===== config.mk =====
export PLATFORM = sky130hd
export DESIGN_NAME = first_fit_extent_allocator_flat
export DESIGN_NICKNAME = d
export VERILOG_FILES = /design/src/rtl/ffea_pkg.sv /design/src/rtl/ffea_if.sv /design/src/rtl/ffea_ram.sv /design/src/rtl/ffea_ctrl.sv /design/src/rtl/first_fit_extent_allocator.sv /design/src/flat_wrapper.sv
export SDC_FILE = /design/constraint.sdc
export NUM_CORES = 2
export LEC_CHECK = 0
export BUFFER_PORTS_ARGS = -buffer_cell sky130_fd_sc_hd__clkbuf_2
export CORE_ASPECT_RATIO = 1.4
export CORE_MARGIN = 3
export CORE_UTILIZATION = 40
export CTS_CLUSTER_DIAMETER = 200
export DETAILED_ROUTE_END_ITERATION = 10
export GPL_TIMING_DRIVEN = 0
export MAX_ROUTING_LAYER = met4
export SYNTH_ARGS = -nofsm -noshare
export SYNTH_HDL_FRONTEND = slang
export SYNTH_HIERARCHICAL = 1
export SYNTH_SLANG_ARGS = --single-unit

===== constraint.sdc =====
create_clock -name clk -period 9.2 [get_ports clk]
set_input_delay 1.38 -clock clk [delete_from_list [all_inputs] [get_ports clk]]
set_output_delay 1.38 -clock clk [all_outputs]
set_load 0.01 [all_outputs]

===== src/rtl/ffea_pkg.sv =====
// Shared types and constants of the first-fit extent allocator.
// No dependencies; used by the interfaces, the controller and the checker.
package ffea_pkg;

    // Fixed field widths of the channel words
    localparam int unsigned ADDRESS_W = 16;
    localparam int unsigned LENGTH_W  = 17;
    localparam int unsigned CFG_IDX_W = 2;

    // Operation codes
    localparam logic [1:0] OP_ALLOC = 2'd0;
    localparam logic [1:0] OP_FREE  = 2'd1;
    localparam logic [1:0] OP_INIT  = 2'd2;

    // Status codes
    localparam logic [1:0] STAT_OK      = 2'd0;
    localparam logic [1:0] STAT_OOM     = 2'd1;
    localparam logic [1:0] STAT_FULL    = 2'd2;
    localparam logic [1:0] STAT_BAD_LEN = 2'd3;

    // Configuration register indexes
    localparam logic [CFG_IDX_W-1:0] CFG_MAX_LENGTH = 2'd0;
    localparam logic [CFG_IDX_W-1:0] CFG_POOL_BYTES = 2'd1;

    // Reset values of the configuration registers
    localparam logic [LENGTH_W-1:0] MAX_LENGTH_RST = 17'd4096;
    localparam logic [LENGTH_W-1:0] POOL_BYTES_RST = 17'd65536;

    typedef struct packed {
        logic [1:0]          operation;
        logic [ADDRESS_W-1:0] address;
        logic [LENGTH_W-1:0]  length;
    } req_t;

    typedef struct packed {
        logic [ADDRESS_W-1:0] block_address;
        logic [1:0]           status;
    } rsp_t;

    typedef enum logic [2:0] {
        ST_IDLE,
        ST_DECODE,
        ST_SCAN,
        ST_MERGE,
        ST_SHL,
        ST_SHR,
        ST_DONE
    } state_t;

endpackage


===== src/rtl/ffea_if.sv =====
// Valid/ready channel interfaces for request and response words.
// Depends on ffea_pkg for the payload types.
interface ffea_req_if;
    logic               valid;
    logic               ready;
    ffea_pkg::req_t     data;
    modport source (output valid, output data, input ready);
    modport sink   (input valid, input data, output ready);
endinterface

interface ffea_rsp_if;
    logic               valid;
    logic               ready;
    ffea_pkg::rsp_t     data;
    modport source (output valid, output data, input ready);
    modport sink   (input valid, input data, output ready);
endinterface


===== src/rtl/ffea_ram.sv =====
// Generic single-write, single-read RAM with registered read data.
// No dependencies.
module ffea_ram #(
    parameter int unsigned WIDTH = 8,
    parameter int unsigned DEPTH = 16
) (
    input  logic                     clk,
    input  logic                     we,
    input  logic [$clog2(DEPTH)-1:0] waddr,
    input  logic [WIDTH-1:0]         wdata,
    input  logic [$clog2(DEPTH)-1:0] raddr,
    output logic [WIDTH-1:0]         rdata
);

    logic [WIDTH-1:0] mem [DEPTH];

    // Write, then register the read word
    always_ff @(posedge clk)
    begin
        if (we)
        begin
            mem[waddr] <= wdata;
        end
        rdata <= mem[raddr];
    end

endmodule


===== src/rtl/ffea_ctrl.sv =====
// Sequencer of the extent allocator: scans, merges and shifts the extent table.
// Depends on ffea_pkg and the channel interfaces; drives the table RAM ports.
module ffea_ctrl #(
    parameter int unsigned MAX_EXTENTS = 64,
    parameter int unsigned ADDR_BITS   = 16
) (
    input  logic                                   clk,
    input  logic                                   rst_n,
    ffea_req_if.sink                               in_ch,
    ffea_rsp_if.source                             out_ch,
    input  logic                                   cfg_we,
    input  logic [ffea_pkg::CFG_IDX_W-1:0]         cfg_index,
    input  logic [ffea_pkg::LENGTH_W-1:0]          cfg_wdata,
    output logic                                   ram_we,
    output logic [$clog2(MAX_EXTENTS)-1:0]         ram_waddr,
    output logic [2*ADDR_BITS:0]                   ram_wdata,
    output logic [$clog2(MAX_EXTENTS)-1:0]         ram_raddr,
    input  logic [2*ADDR_BITS:0]                   ram_rdata
);

    localparam int unsigned AW = ADDR_BITS;
    localparam int unsigned SW = ADDR_BITS + 1;
    localparam int unsigned IW = $clog2(MAX_EXTENTS);
    localparam int unsigned CW = $clog2(MAX_EXTENTS + 1);
    localparam int unsigned WW = ADDR_BITS + 18;
    localparam int unsigned LW = ffea_pkg::LENGTH_W;
    localparam int unsigned OW = ffea_pkg::ADDRESS_W;

    // Saturating size add
    function automatic logic [SW-1:0] sat_add(input logic [SW-1:0] x, input logic [SW-1:0] y);
        logic [SW:0] s;
        s = {1'b0, x} + {1'b0, y};
        return s[SW] ? {SW{1'b1}} : s[SW-1:0];
    endfunction

    ffea_pkg::state_t state_reg, state_next;
    logic [CW-1:0]  idx_reg, idx_next;
    logic [CW-1:0]  ptr_reg, ptr_next;
    logic [CW-1:0]  cnt_reg, cnt_next;
    logic [1:0]     op_reg;
    logic [AW-1:0]  a_reg;
    logic [LW-1:0]  n_reg;
    logic [AW-1:0]  st_reg, st_next;
    logic [SW-1:0]  acc_reg, acc_next;
    logic [OW-1:0]  res_addr_reg, res_addr_next;
    logic [1:0]     res_st_reg, res_st_next;
    logic [LW-1:0]  maxlen_reg;
    logic [LW-1:0]  pool_reg;
    logic           out_valid_reg;
    ffea_pkg::rsp_t out_data_reg;

    logic [WW-1:0]  addr_in_w;
    logic [AW-1:0]  q_start;
    logic [SW-1:0]  q_size;
    logic [SW-1:0]  n_s;
    logic [WW-1:0]  n_w, a_w, qs_w, qz_w, pend_w, space_w, end_w, pool_w, maxlen_w;
    logic [WW-1:0]  start_plus_w;
    logic [WW-1:0]  carve_w;
    logic [SW-1:0]  pool_s;
    logic           in_range, last, full, bad_len, pend_bad;
    logic           fit_exact, fit_big, f_break, f_front, f_back, m_next;
    logic           accept, out_free;

    // Table entry fields and widened operands
    assign q_start      = ram_rdata[2*AW:SW];
    assign q_size       = ram_rdata[SW-1:0];
    assign addr_in_w    = {{(WW-OW){1'b0}}, in_ch.data.address};
    assign n_w          = {{(WW-LW){1'b0}}, n_reg};
    assign n_s          = n_w[SW-1:0];
    assign a_w          = {{(WW-AW){1'b0}}, a_reg};
    assign qs_w         = {{(WW-AW){1'b0}}, q_start};
    assign qz_w         = {{(WW-SW){1'b0}}, q_size};
    assign pend_w       = a_w + n_w;
    assign end_w        = qs_w + qz_w;
    assign space_w      = {{(WW-1){1'b0}}, 1'b1} << AW;
    assign pool_w       = {{(WW-LW){1'b0}}, pool_reg};
    assign maxlen_w     = {{(WW-LW){1'b0}}, maxlen_reg};
    assign pool_s       = (pool_w > space_w) ? space_w[SW-1:0] : pool_w[SW-1:0];
    assign start_plus_w = qs_w + (qz_w - n_w);
    assign carve_w      = {{(WW-AW){1'b0}}, start_plus_w[AW-1:0]};

    // Decision flags
    assign in_range  = idx_reg < cnt_reg;
    assign last      = (idx_reg + 1'b1) == cnt_reg;
    assign full      = cnt_reg == CW'(MAX_EXTENTS);
    assign bad_len   = (n_reg == '0) || (n_w > maxlen_w);
    assign pend_bad  = pend_w > space_w;
    assign fit_exact = qz_w == n_w;
    assign fit_big   = qz_w > n_w;
    assign f_break   = qs_w > pend_w;
    assign f_front   = pend_w == qs_w;
    assign f_back    = end_w == a_w;
    assign m_next    = qs_w == pend_w;

    assign accept   = in_ch.valid && in_ch.ready;
    assign out_free = !out_valid_reg || out_ch.ready;

    assign in_ch.ready  = state_reg == ffea_pkg::ST_IDLE;
    assign out_ch.valid = out_valid_reg;
    assign out_ch.data  = out_data_reg;

    // Next state and datapath updates
    always_comb
    begin
        state_next    = state_reg;
        idx_next      = idx_reg;
        ptr_next      = ptr_reg;
        cnt_next      = cnt_reg;
        st_next       = st_reg;
        acc_next      = acc_reg;
        res_addr_next = res_addr_reg;
        res_st_next   = res_st_reg;
        case (state_reg)
            ffea_pkg::ST_IDLE:
            begin
                if (accept)
                begin
                    state_next = ffea_pkg::ST_DECODE;
                end
            end
            ffea_pkg::ST_DECODE:
            begin
                res_addr_next = '0;
                idx_next      = '0;
                if (op_reg == ffea_pkg::OP_INIT)
                begin
                    cnt_next    = (pool_s != '0) ? CW'(1) : '0;
                    res_st_next = ffea_pkg::STAT_OK;
                    state_next  = ffea_pkg::ST_DONE;
                end
                else if ((op_reg != ffea_pkg::OP_ALLOC && op_reg != ffea_pkg::OP_FREE)
                         || bad_len || (op_reg == ffea_pkg::OP_FREE && pend_bad))
                begin
                    res_st_next = ffea_pkg::STAT_BAD_LEN;
                    state_next  = ffea_pkg::ST_DONE;
                end
                else
                begin
                    state_next = ffea_pkg::ST_SCAN;
                end
            end
            ffea_pkg::ST_SCAN:
            begin
                res_st_next = ffea_pkg::STAT_OK;
                if (op_reg == ffea_pkg::OP_ALLOC)
                begin
                    if (!in_range)
                    begin
                        res_st_next = ffea_pkg::STAT_OOM;
                        state_next  = ffea_pkg::ST_DONE;
                    end
                    else if (fit_exact)
                    begin
                        res_addr_next = qs_w[OW-1:0];
                        ptr_next      = idx_reg + 1'b1;
                        state_next    = ffea_pkg::ST_SHL;
                    end
                    else if (fit_big)
                    begin
                        res_addr_next = carve_w[OW-1:0];
                        state_next    = ffea_pkg::ST_DONE;
                    end
                    else
                    begin
                        idx_next = idx_reg + 1'b1;
                    end
                end
                else
                begin
                    if (!in_range || f_break)
                    begin
                        if (full)
                        begin
                            res_st_next = ffea_pkg::STAT_FULL;
                            state_next  = ffea_pkg::ST_DONE;
                        end
                        else
                        begin
                            ptr_next   = cnt_reg;
                            state_next = ffea_pkg::ST_SHR;
                        end
                    end
                    else if (f_front)
                    begin
                        state_next = ffea_pkg::ST_DONE;
                    end
                    else if (f_back)
                    begin
                        st_next  = q_start;
                        acc_next = sat_add(q_size, n_s);
                        if (last)
                        begin
                            state_next = ffea_pkg::ST_DONE;
                        end
                        else
                        begin
                            state_next = ffea_pkg::ST_MERGE;
                        end
                    end
                    else
                    begin
                        idx_next = idx_reg + 1'b1;
                    end
                end
            end
            ffea_pkg::ST_MERGE:
            begin
                if (m_next)
                begin
                    ptr_next   = idx_reg + CW'(2);
                    state_next = ffea_pkg::ST_SHL;
                end
                else
                begin
                    state_next = ffea_pkg::ST_DONE;
                end
            end
            ffea_pkg::ST_SHL:
            begin
                if (ptr_reg < cnt_reg)
                begin
                    ptr_next = ptr_reg + 1'b1;
                end
                else
                begin
                    cnt_next   = cnt_reg - 1'b1;
                    state_next = ffea_pkg::ST_DONE;
                end
            end
            ffea_pkg::ST_SHR:
            begin
                if (ptr_reg == idx_reg)
                begin
                    cnt_next   = cnt_reg + 1'b1;
                    state_next = ffea_pkg::ST_DONE;
                end
                else
                begin
                    ptr_next = ptr_reg - 1'b1;
                end
            end
            ffea_pkg::ST_DONE:
            begin
                if (out_free)
                begin
                    state_next = ffea_pkg::ST_IDLE;
                end
            end
            default:
            begin
                state_next = ffea_pkg::ST_IDLE;
            end
        endcase
    end

    // RAM write and read port drive
    always_comb
    begin
        ram_we    = 1'b0;
        ram_waddr = idx_reg[IW-1:0];
        ram_wdata = {q_start, q_size};
        case (state_reg)
            ffea_pkg::ST_DECODE:
            begin
                ram_we    = (op_reg == ffea_pkg::OP_INIT) && (pool_s != '0);
                ram_waddr = '0;
                ram_wdata = {{AW{1'b0}}, pool_s};
            end
            ffea_pkg::ST_SCAN:
            begin
                if (in_range && op_reg == ffea_pkg::OP_ALLOC && !fit_exact && fit_big)
                begin
                    ram_we    = 1'b1;
                    ram_wdata = {q_start, q_size - n_s};
                end
                else if (in_range && op_reg == ffea_pkg::OP_FREE && !f_break && f_front)
                begin
                    ram_we    = 1'b1;
                    ram_wdata = {a_reg, sat_add(q_size, n_s)};
                end
                else if (in_range && op_reg == ffea_pkg::OP_FREE && !f_break && f_back && last)
                begin
                    ram_we    = 1'b1;
                    ram_wdata = {q_start, sat_add(q_size, n_s)};
                end
                else
                begin
                    ram_we = 1'b0;
                end
            end
            ffea_pkg::ST_MERGE:
            begin
                ram_we    = 1'b1;
                ram_wdata = m_next ? {st_reg, sat_add(acc_reg, q_size)} : {st_reg, acc_reg};
            end
            ffea_pkg::ST_SHL:
            begin
                ram_we    = ptr_reg < cnt_reg;
                ram_waddr = ptr_reg[IW-1:0] - 1'b1;
            end
            ffea_pkg::ST_SHR:
            begin
                ram_we    = 1'b1;
                ram_waddr = ptr_reg[IW-1:0];
                if (ptr_reg == idx_reg)
                begin
                    ram_wdata = {a_reg, n_s};
                end
            end
            default:
            begin
                ram_we = 1'b0;
            end
        endcase
    end

    // Read the entry that the next cycle works on
    always_comb
    begin
        case (state_next)
            ffea_pkg::ST_SCAN:  ram_raddr = idx_next[IW-1:0];
            ffea_pkg::ST_MERGE: ram_raddr = idx_reg[IW-1:0] + 1'b1;
            ffea_pkg::ST_SHL:   ram_raddr = ptr_next[IW-1:0];
            ffea_pkg::ST_SHR:   ram_raddr = ptr_next[IW-1:0] - 1'b1;
            default:            ram_raddr = '0;
        endcase
    end

    // Control registers
    always_ff @(posedge clk or negedge rst_n)
    begin
        if (!rst_n)
        begin
            state_reg     <= ffea_pkg::ST_IDLE;
            cnt_reg       <= '0;
            out_valid_reg <= 1'b0;
            maxlen_reg    <= ffea_pkg::MAX_LENGTH_RST;
            pool_reg      <= ffea_pkg::POOL_BYTES_RST;
        end
        else
        begin
            state_reg <= state_next;
            cnt_reg   <= cnt_next;
            if (state_reg == ffea_pkg::ST_DONE && out_free)
            begin
                out_valid_reg <= 1'b1;
            end
            else if (out_ch.ready)
            begin
                out_valid_reg <= 1'b0;
            end
            if (cfg_we && cfg_index == ffea_pkg::CFG_MAX_LENGTH)
            begin
                maxlen_reg <= cfg_wdata;
            end
            if (cfg_we && cfg_index == ffea_pkg::CFG_POOL_BYTES)
            begin
                pool_reg <= cfg_wdata;
            end
        end
    end

    // Payload registers
    always_ff @(posedge clk)
    begin
        idx_reg      <= idx_next;
        ptr_reg      <= ptr_next;
        st_reg       <= st_next;
        acc_reg      <= acc_next;
        res_addr_reg <= res_addr_next;
        res_st_reg   <= res_st_next;
        if (accept)
        begin
            op_reg <= in_ch.data.operation;
            a_reg  <= addr_in_w[AW-1:0];
            n_reg  <= in_ch.data.length;
        end
        if (state_reg == ffea_pkg::ST_DONE && out_free)
        begin
            out_data_reg.block_address <= res_addr_reg;
            out_data_reg.status        <= res_st_reg;
        end
    end

endmodule


===== src/rtl/first_fit_extent_allocator.sv =====
// First-fit free-extent allocator with coalescing; top level.
// Uses ffea_pkg, the channel interfaces, ffea_ctrl and ffea_ram.
//
// Usage: in_ch takes one word per operation (allocate, free, init) with
// valid/ready; out_ch returns exactly one word (block_address, status) per
// accepted word. cfg_we/cfg_index/cfg_wdata write max_length (index 0) and
// pool_bytes (index 1); the user writes them only while the block is idle,
// which the block does not enforce. The extent table lives in one RAM of
// MAX_EXTENTS entries read one entry per cycle. An item is decoded, scans
// the extents in order, may merge with the following extent, and moves
// entries on removal or insertion before it closes the shift; the single
// read port of the table RAM is why entries are handled one at a time.
// One item is in work at a time; in_ch.ready is high only while idle.
// Reset empties the table (count zero) and loads max_length 4096 and
// pool_bytes 65536; an init word is needed before allocation succeeds.
// When out_ch stalls, the finished word is held in the output register
// and the next item waits in the done state until the output frees.
module first_fit_extent_allocator #(
    parameter int unsigned MAX_EXTENTS = 64,
    parameter int unsigned ADDR_BITS   = 16
) (
    input  logic                            clk,
    input  logic                            rst_n,
    ffea_req_if.sink                        in_ch,
    ffea_rsp_if.source                      out_ch,
    input  logic                            cfg_we,
    input  logic [ffea_pkg::CFG_IDX_W-1:0]  cfg_index,
    input  logic [ffea_pkg::LENGTH_W-1:0]   cfg_wdata
);

    localparam int unsigned IW = $clog2(MAX_EXTENTS);
    localparam int unsigned EW = 2 * ADDR_BITS + 1;

    logic          ram_we;
    logic [IW-1:0] ram_waddr;
    logic [EW-1:0] ram_wdata;
    logic [IW-1:0] ram_raddr;
    logic [EW-1:0] ram_rdata;

    ffea_ctrl #(
        .MAX_EXTENTS (MAX_EXTENTS),
        .ADDR_BITS   (ADDR_BITS)
    ) u_ctrl (
        .clk       (clk),
        .rst_n     (rst_n),
        .in_ch     (in_ch),
        .out_ch    (out_ch),
        .cfg_we    (cfg_we),
        .cfg_index (cfg_index),
        .cfg_wdata (cfg_wdata),
        .ram_we    (ram_we),
        .ram_waddr (ram_waddr),
        .ram_wdata (ram_wdata),
        .ram_raddr (ram_raddr),
        .ram_rdata (ram_rdata)
    );

    // Extent table: start in the upper bits, size in the lower bits
    ffea_ram #(
        .WIDTH (EW),
        .DEPTH (MAX_EXTENTS)
    ) u_table (
        .clk   (clk),
        .we    (ram_we),
        .waddr (ram_waddr),
        .wdata (ram_wdata),
        .raddr (ram_raddr),
        .rdata (ram_rdata)
    );

endmodule


===== src/flat_wrapper.sv =====
// flat-port wrapper written by rule: the top's interface ports become plain ports
module first_fit_extent_allocator_flat 
#(
    parameter int unsigned MAX_EXTENTS = 64,
    parameter int unsigned ADDR_BITS   = 16
)
  (clk, rst_n, cfg_we, cfg_index, cfg_wdata, in_ch_valid, in_ch_data, in_ch_ready, out_ch_valid, out_ch_data, out_ch_ready);
  ffea_req_if in_ch_i ();
  ffea_rsp_if out_ch_i ();
  input  logic clk;
  input  logic rst_n;
  input  logic cfg_we;
  input  logic [ffea_pkg::CFG_IDX_W-1:0] cfg_index;
  input  logic [ffea_pkg::LENGTH_W-1:0] cfg_wdata;
  input wire logic [$bits(in_ch_i.valid)-1:0] in_ch_valid;
  input wire logic [$bits(in_ch_i.data)-1:0] in_ch_data;
  output wire logic [$bits(in_ch_i.ready)-1:0] in_ch_ready;
  output wire logic [$bits(out_ch_i.valid)-1:0] out_ch_valid;
  output wire logic [$bits(out_ch_i.data)-1:0] out_ch_data;
  input wire logic [$bits(out_ch_i.ready)-1:0] out_ch_ready;
  assign in_ch_i.valid = in_ch_valid;
  assign in_ch_i.data = in_ch_data;
  assign in_ch_ready = in_ch_i.ready;
  assign out_ch_valid = out_ch_i.valid;
  assign out_ch_data = out_ch_i.data;
  assign out_ch_i.ready = out_ch_ready;
  first_fit_extent_allocator #(.MAX_EXTENTS(MAX_EXTENTS), .ADDR_BITS(ADDR_BITS)) u_core (.clk(clk), .rst_n(rst_n), .in_ch(in_ch_i), .out_ch(out_ch_i), .cfg_we(cfg_we), .cfg_index(cfg_index), .cfg_wdata(cfg_wdata));
endmodule

==> impl_metrics.sql <==
INSERT INTO impl_metrics (metric_group, metric, value, unit) VALUES
('synth', 'synth_flop_cell', 'sky130_fd_sc_hd__edfxtp_1', ''),
('cts', 'cts.clk_slew.worst_paths', '0.07', 'ns'),
('synth', 'synthXorXnorAreaFrac', '1.008', '%'),
('synth', 'avgSynthCellArea', '18.27', 'µm²'),
('grt', 'via_count_of_the_first_global_routing_pass', '56560', ''),
('final_layout', 'drive_above_1_share', '26.11', '%'),
('synth', 'synthDominantCellAreaShare', '69.08', '%'),
('worst_setup_path', 'worstSetupStartpointType', 'register', ''),
('floorplanning', 'core', '0.2390', 'mm²'),
('place', 'place_congestion', '0.9449', ''),
('synth', 'synth_compound_gate_area_share', '5.643', '%'),
('drt', 'vias_after_detailed_routing', '56950', ''),
('place', 'detailed_place.area', '0.1049', 'mm²'),
('place', 'place_hpwl', '242900', 'µm'),
('status', 'run_status', 'finished, final reports clean', ''),
('synth', 'synth-seq-area-share', '71.19', '%'),
('timing', 'timing.fmax', '0.1101', 'GHz'),
('grt', 'track_usage', '27.71', '%'),
('drt', 'drt_drc_violations_left', '0', ''),
('cts', 'clk_latency', '0.90', 'ns'),
('timing', 'post-route-period-util', '98.76', '%'),
('timing', 'timing.final.crit_period', '9.086', 'ns'),
('final_layout', 'filler_cell_count', '19960', ''),
('grt', 'grt_start_max_net_pins', '65', ''),
('drt', 'final_antenna_net_count', '0', ''),
('timing', 'postLayoutSetupSlackWorst', '0.1141', 'ns'),
('final_layout', 'layout.nets', '6018', ''),
('drt', 'wl_per_cell', '36.88', 'µm'),
('worst_setup_path', 'crit_fanout', '10', ''),
('synth', 'synth-warning-count', '6', ''),
('final_layout', 'final_core_util', '47.07', '%'),
('synth', 'synth.ff_latch_count', '2308', ''),
('cts', 'cts.htree.levels', '4', ''),
('synth', 'arithmetic_cell_share_of_the_synthesized_area_counting_full_adders_half_adders_and_majority_gates', '2.448', '%'),
('timing', 'max-slew-margin-rel', '2.682', '%'),
('worst_setup_path', 'crit_type', 'register to register', ''),
('drt', 'firstDrtPassIters', '8', ''),
('cts', 'clk_root_buffer_cell', 'sky130_fd_sc_hd__clkbuf_16', ''),
('timing', 'worst-slew-pin-transition', '1.460', 'ns'),
('worst_setup_path', 'critPathRequiredTime', '9.91', 'ns'),
('drt', 'wl', '338300', 'µm'),
('final_layout', 'registers.top_by_ff_count', 'u_core/u_table/mem', ''),
('synth', 'synth.cell_area', '0.09641', 'mm²'),
('final_layout', 'max_ffs_per_register', '2112', ''),
('final_layout', 'most-common-layout-cells', 'sky130_fd_sc_hd__edfxtp_1, sky130_fd_sc_hd__mux4_2, sky130_fd_sc_hd__clkbuf_16, sky130_fd_sc_hd__nand2_1, sky130_fd_sc_hd__clkbuf_1', ''),
('worst_setup_path', 'critPathSlowestCell', 'sky130_fd_sc_hd__edfxtp_1', ''),
('place', 'port-buffer-count', '78', ''),
('floorplanning', 'io-pin-count', '79', ''),
('worst_setup_path', 'critical_path_arrival', '9.80', 'ns'),
('cts', 'clkSinkCount', '2308', ''),
('cts', 'clockBufferDepth', '4', ''),
('drt', 'drtIter0Drc', '7532', ''),
('timing', 'final-hold-violation-count', '0', ''),
('drt', 'dr_vias_cell', '6.208', ''),
('synth', 'synth_largest_area_cell', 'sky130_fd_sc_hd__edfxtp_1', ''),
('timing', 'finalSetupTns', '0', 'ns'),
('job', 'cap_viol_max_count', '0', ''),
('grt', 'grt_pass1_wl', '461100', 'µm'),
('synth', 'synth-async-reset-ratio', '1.950', '%'),
('final_layout', 'final_common_cell', 'sky130_fd_sc_hd__edfxtp_1', ''),
('worst_setup_path', 'critical_path.endpoint_type', 'register', ''),
('synth', 'yosys.area_share.simple', '4.471', '%'),
('grt', 'antenna_found_initial', '19', ''),
('timing', 'finalClockSkew', '0.04980', 'ns'),
('synth', 'yosys-mux-area-fraction', '13.14', '%'),
('timing', 'slew_violations', '0', ''),
('synth', 'synth_top_family_by_area', 'multiplexers', ''),
('place', 'preCtsSetupSlack', '-1.816', 'ns'),
('timing', 'rsz_0062_raised_after_global_routing', 'yes', ''),
('synth', 'syn_nets', '5512', ''),
('grt', 'overflow', '0', '');
-- cell type report --
type	count	area [µm²]	share of cell area, %
antenna	19	47.55	0.04226
timing repair buffer	293	3964	3.523
tap	3210	4016	3.570
clock buffer	285	5736	5.098
inverter	176	660.6	0.5872
buffer	276	1519	1.350
sequential	2308	68630	61.01
clock inverter	92	772.0	0.6862
multi-input combinational	2515	27150	24.14
-- timing repair --
action	4_1_cts	5_1_grt
setup buffers	5	6
pin swaps	3	8
gates resized for setup	149	64
endpoints found under the setup margin	40	83
hold buffers	0	0
-- logic make-up (layout without fill, tap and decap cells) --
| group | count (synthesis) | in the layout |
|---|---|---|
| DFF | 2308 | 2308 |
| and+or+nand+nor | 857 | 857 |
| AOI/OAI and AO/OA | 771 | 771 |
| muxes | 600 | 600 |
| buffers and inverters | 454 | 1122 |
| adders and majority gates | 176 | 176 |
| xor gates and xnor gates | 111 | 111 |
| other | 0 | 19 |
-- synth_stat cells (43+ instances only) --
library cell / n
sky130_fd_sc_hd__edfxtp_1: 2218
sky130_fd_sc_hd__mux4_2: 528
sky130_fd_sc_hd__nand2_1: 223
sky130_fd_sc_hd__inv_1: 174
sky130_fd_sc_hd__nor2_1: 162
sky130_fd_sc_hd__ha_1: 155
sky130_fd_sc_hd__a21oi_1: 144
sky130_fd_sc_hd__clkbuf_1: 130
sky130_fd_sc_hd__o21ai_0: 108
sky130_fd_sc_hd__nand3_1: 106
sky130_fd_sc_hd__buf_2: 88
sky130_fd_sc_hd__o22ai_1: 83
sky130_fd_sc_hd__nand4_1: 82
sky130_fd_sc_hd__o221ai_1: 78
sky130_fd_sc_hd__xnor2_1: 75
sky130_fd_sc_hd__a22oi_1: 74
sky130_fd_sc_hd__nor2b_1: 58
sky130_fd_sc_hd__nor3_1: 51
sky130_fd_sc_hd__dfxtp_1: 45
sky130_fd_sc_hd__a211oi_1: 44
sky130_fd_sc_hd__dfrtp_1: 43
-- final timing paths --
kind | cells after the start | endpoint | start | slack (ns)
min in group clk | 0 | u_core/u_ctrl/out_ch.data[17]$_DFFE_PP_ | u_core/u_ctrl/res_addr_reg[15]$_SDFFCE_PN0P_ | 0.41
worst max register to register | 29 | u_core/u_table/rdata[5]$_DFF_P_ | u_core/u_ctrl/n_reg[9]$_DFFE_PP_ | 0.11
worst max-delay path | 29 | u_core/u_table/rdata[5]$_DFF_P_ | u_core/u_ctrl/n_reg[9]$_DFFE_PP_ | 0.11
worst min register to register | 0 | u_core/u_ctrl/out_ch.data[17]$_DFFE_PP_ | u_core/u_ctrl/res_addr_reg[15]$_SDFFCE_PN0P_ | 0.41
max in group asynchronous | 2 | u_core/u_ctrl/pool_reg[16]$_DFFE_PN1P_ | rst_n | 8.25
worst min-delay path | 1 | u_core/u_ctrl/cnt_reg[2]$_DFFE_PN0P_ | rst_n | 0.37
-- metrics by stage --
step	instances	hold WS, ns
4_1_cts	9149	0.4211
3_5_place_dp	8768	0.4056
6_report	9174	0.3686
5_1_grt	9169	0.3559
2_1_floorplan	5277	0.4003
3_3_place_gp	8565	0.4033
-- per-layer routing --
layer,vias up,share of wire [%],GRT usage [%]
li1,22640,-,-
met1,30040,33,31.32
met2,3385,50,45.37
met3,880,8.8,4.745
met4,0,8.1,18.44
met5,-,0,-
-- worst max-delay path, delay by kind of cell (launching register included) --
kind | cells | cell delay (ns)
compound gates | 9 | 2.47
fa+ha+maj | 2 | 0.67
buf+inv | 6 | 2.09
flops | 1 | 0.82
mux | 2 | 0.47
simple gates | 10 | 2.36
Power is not shown: default switching activity piles up to over one toggle a cycle in this logic, so the estimate is an artifact.
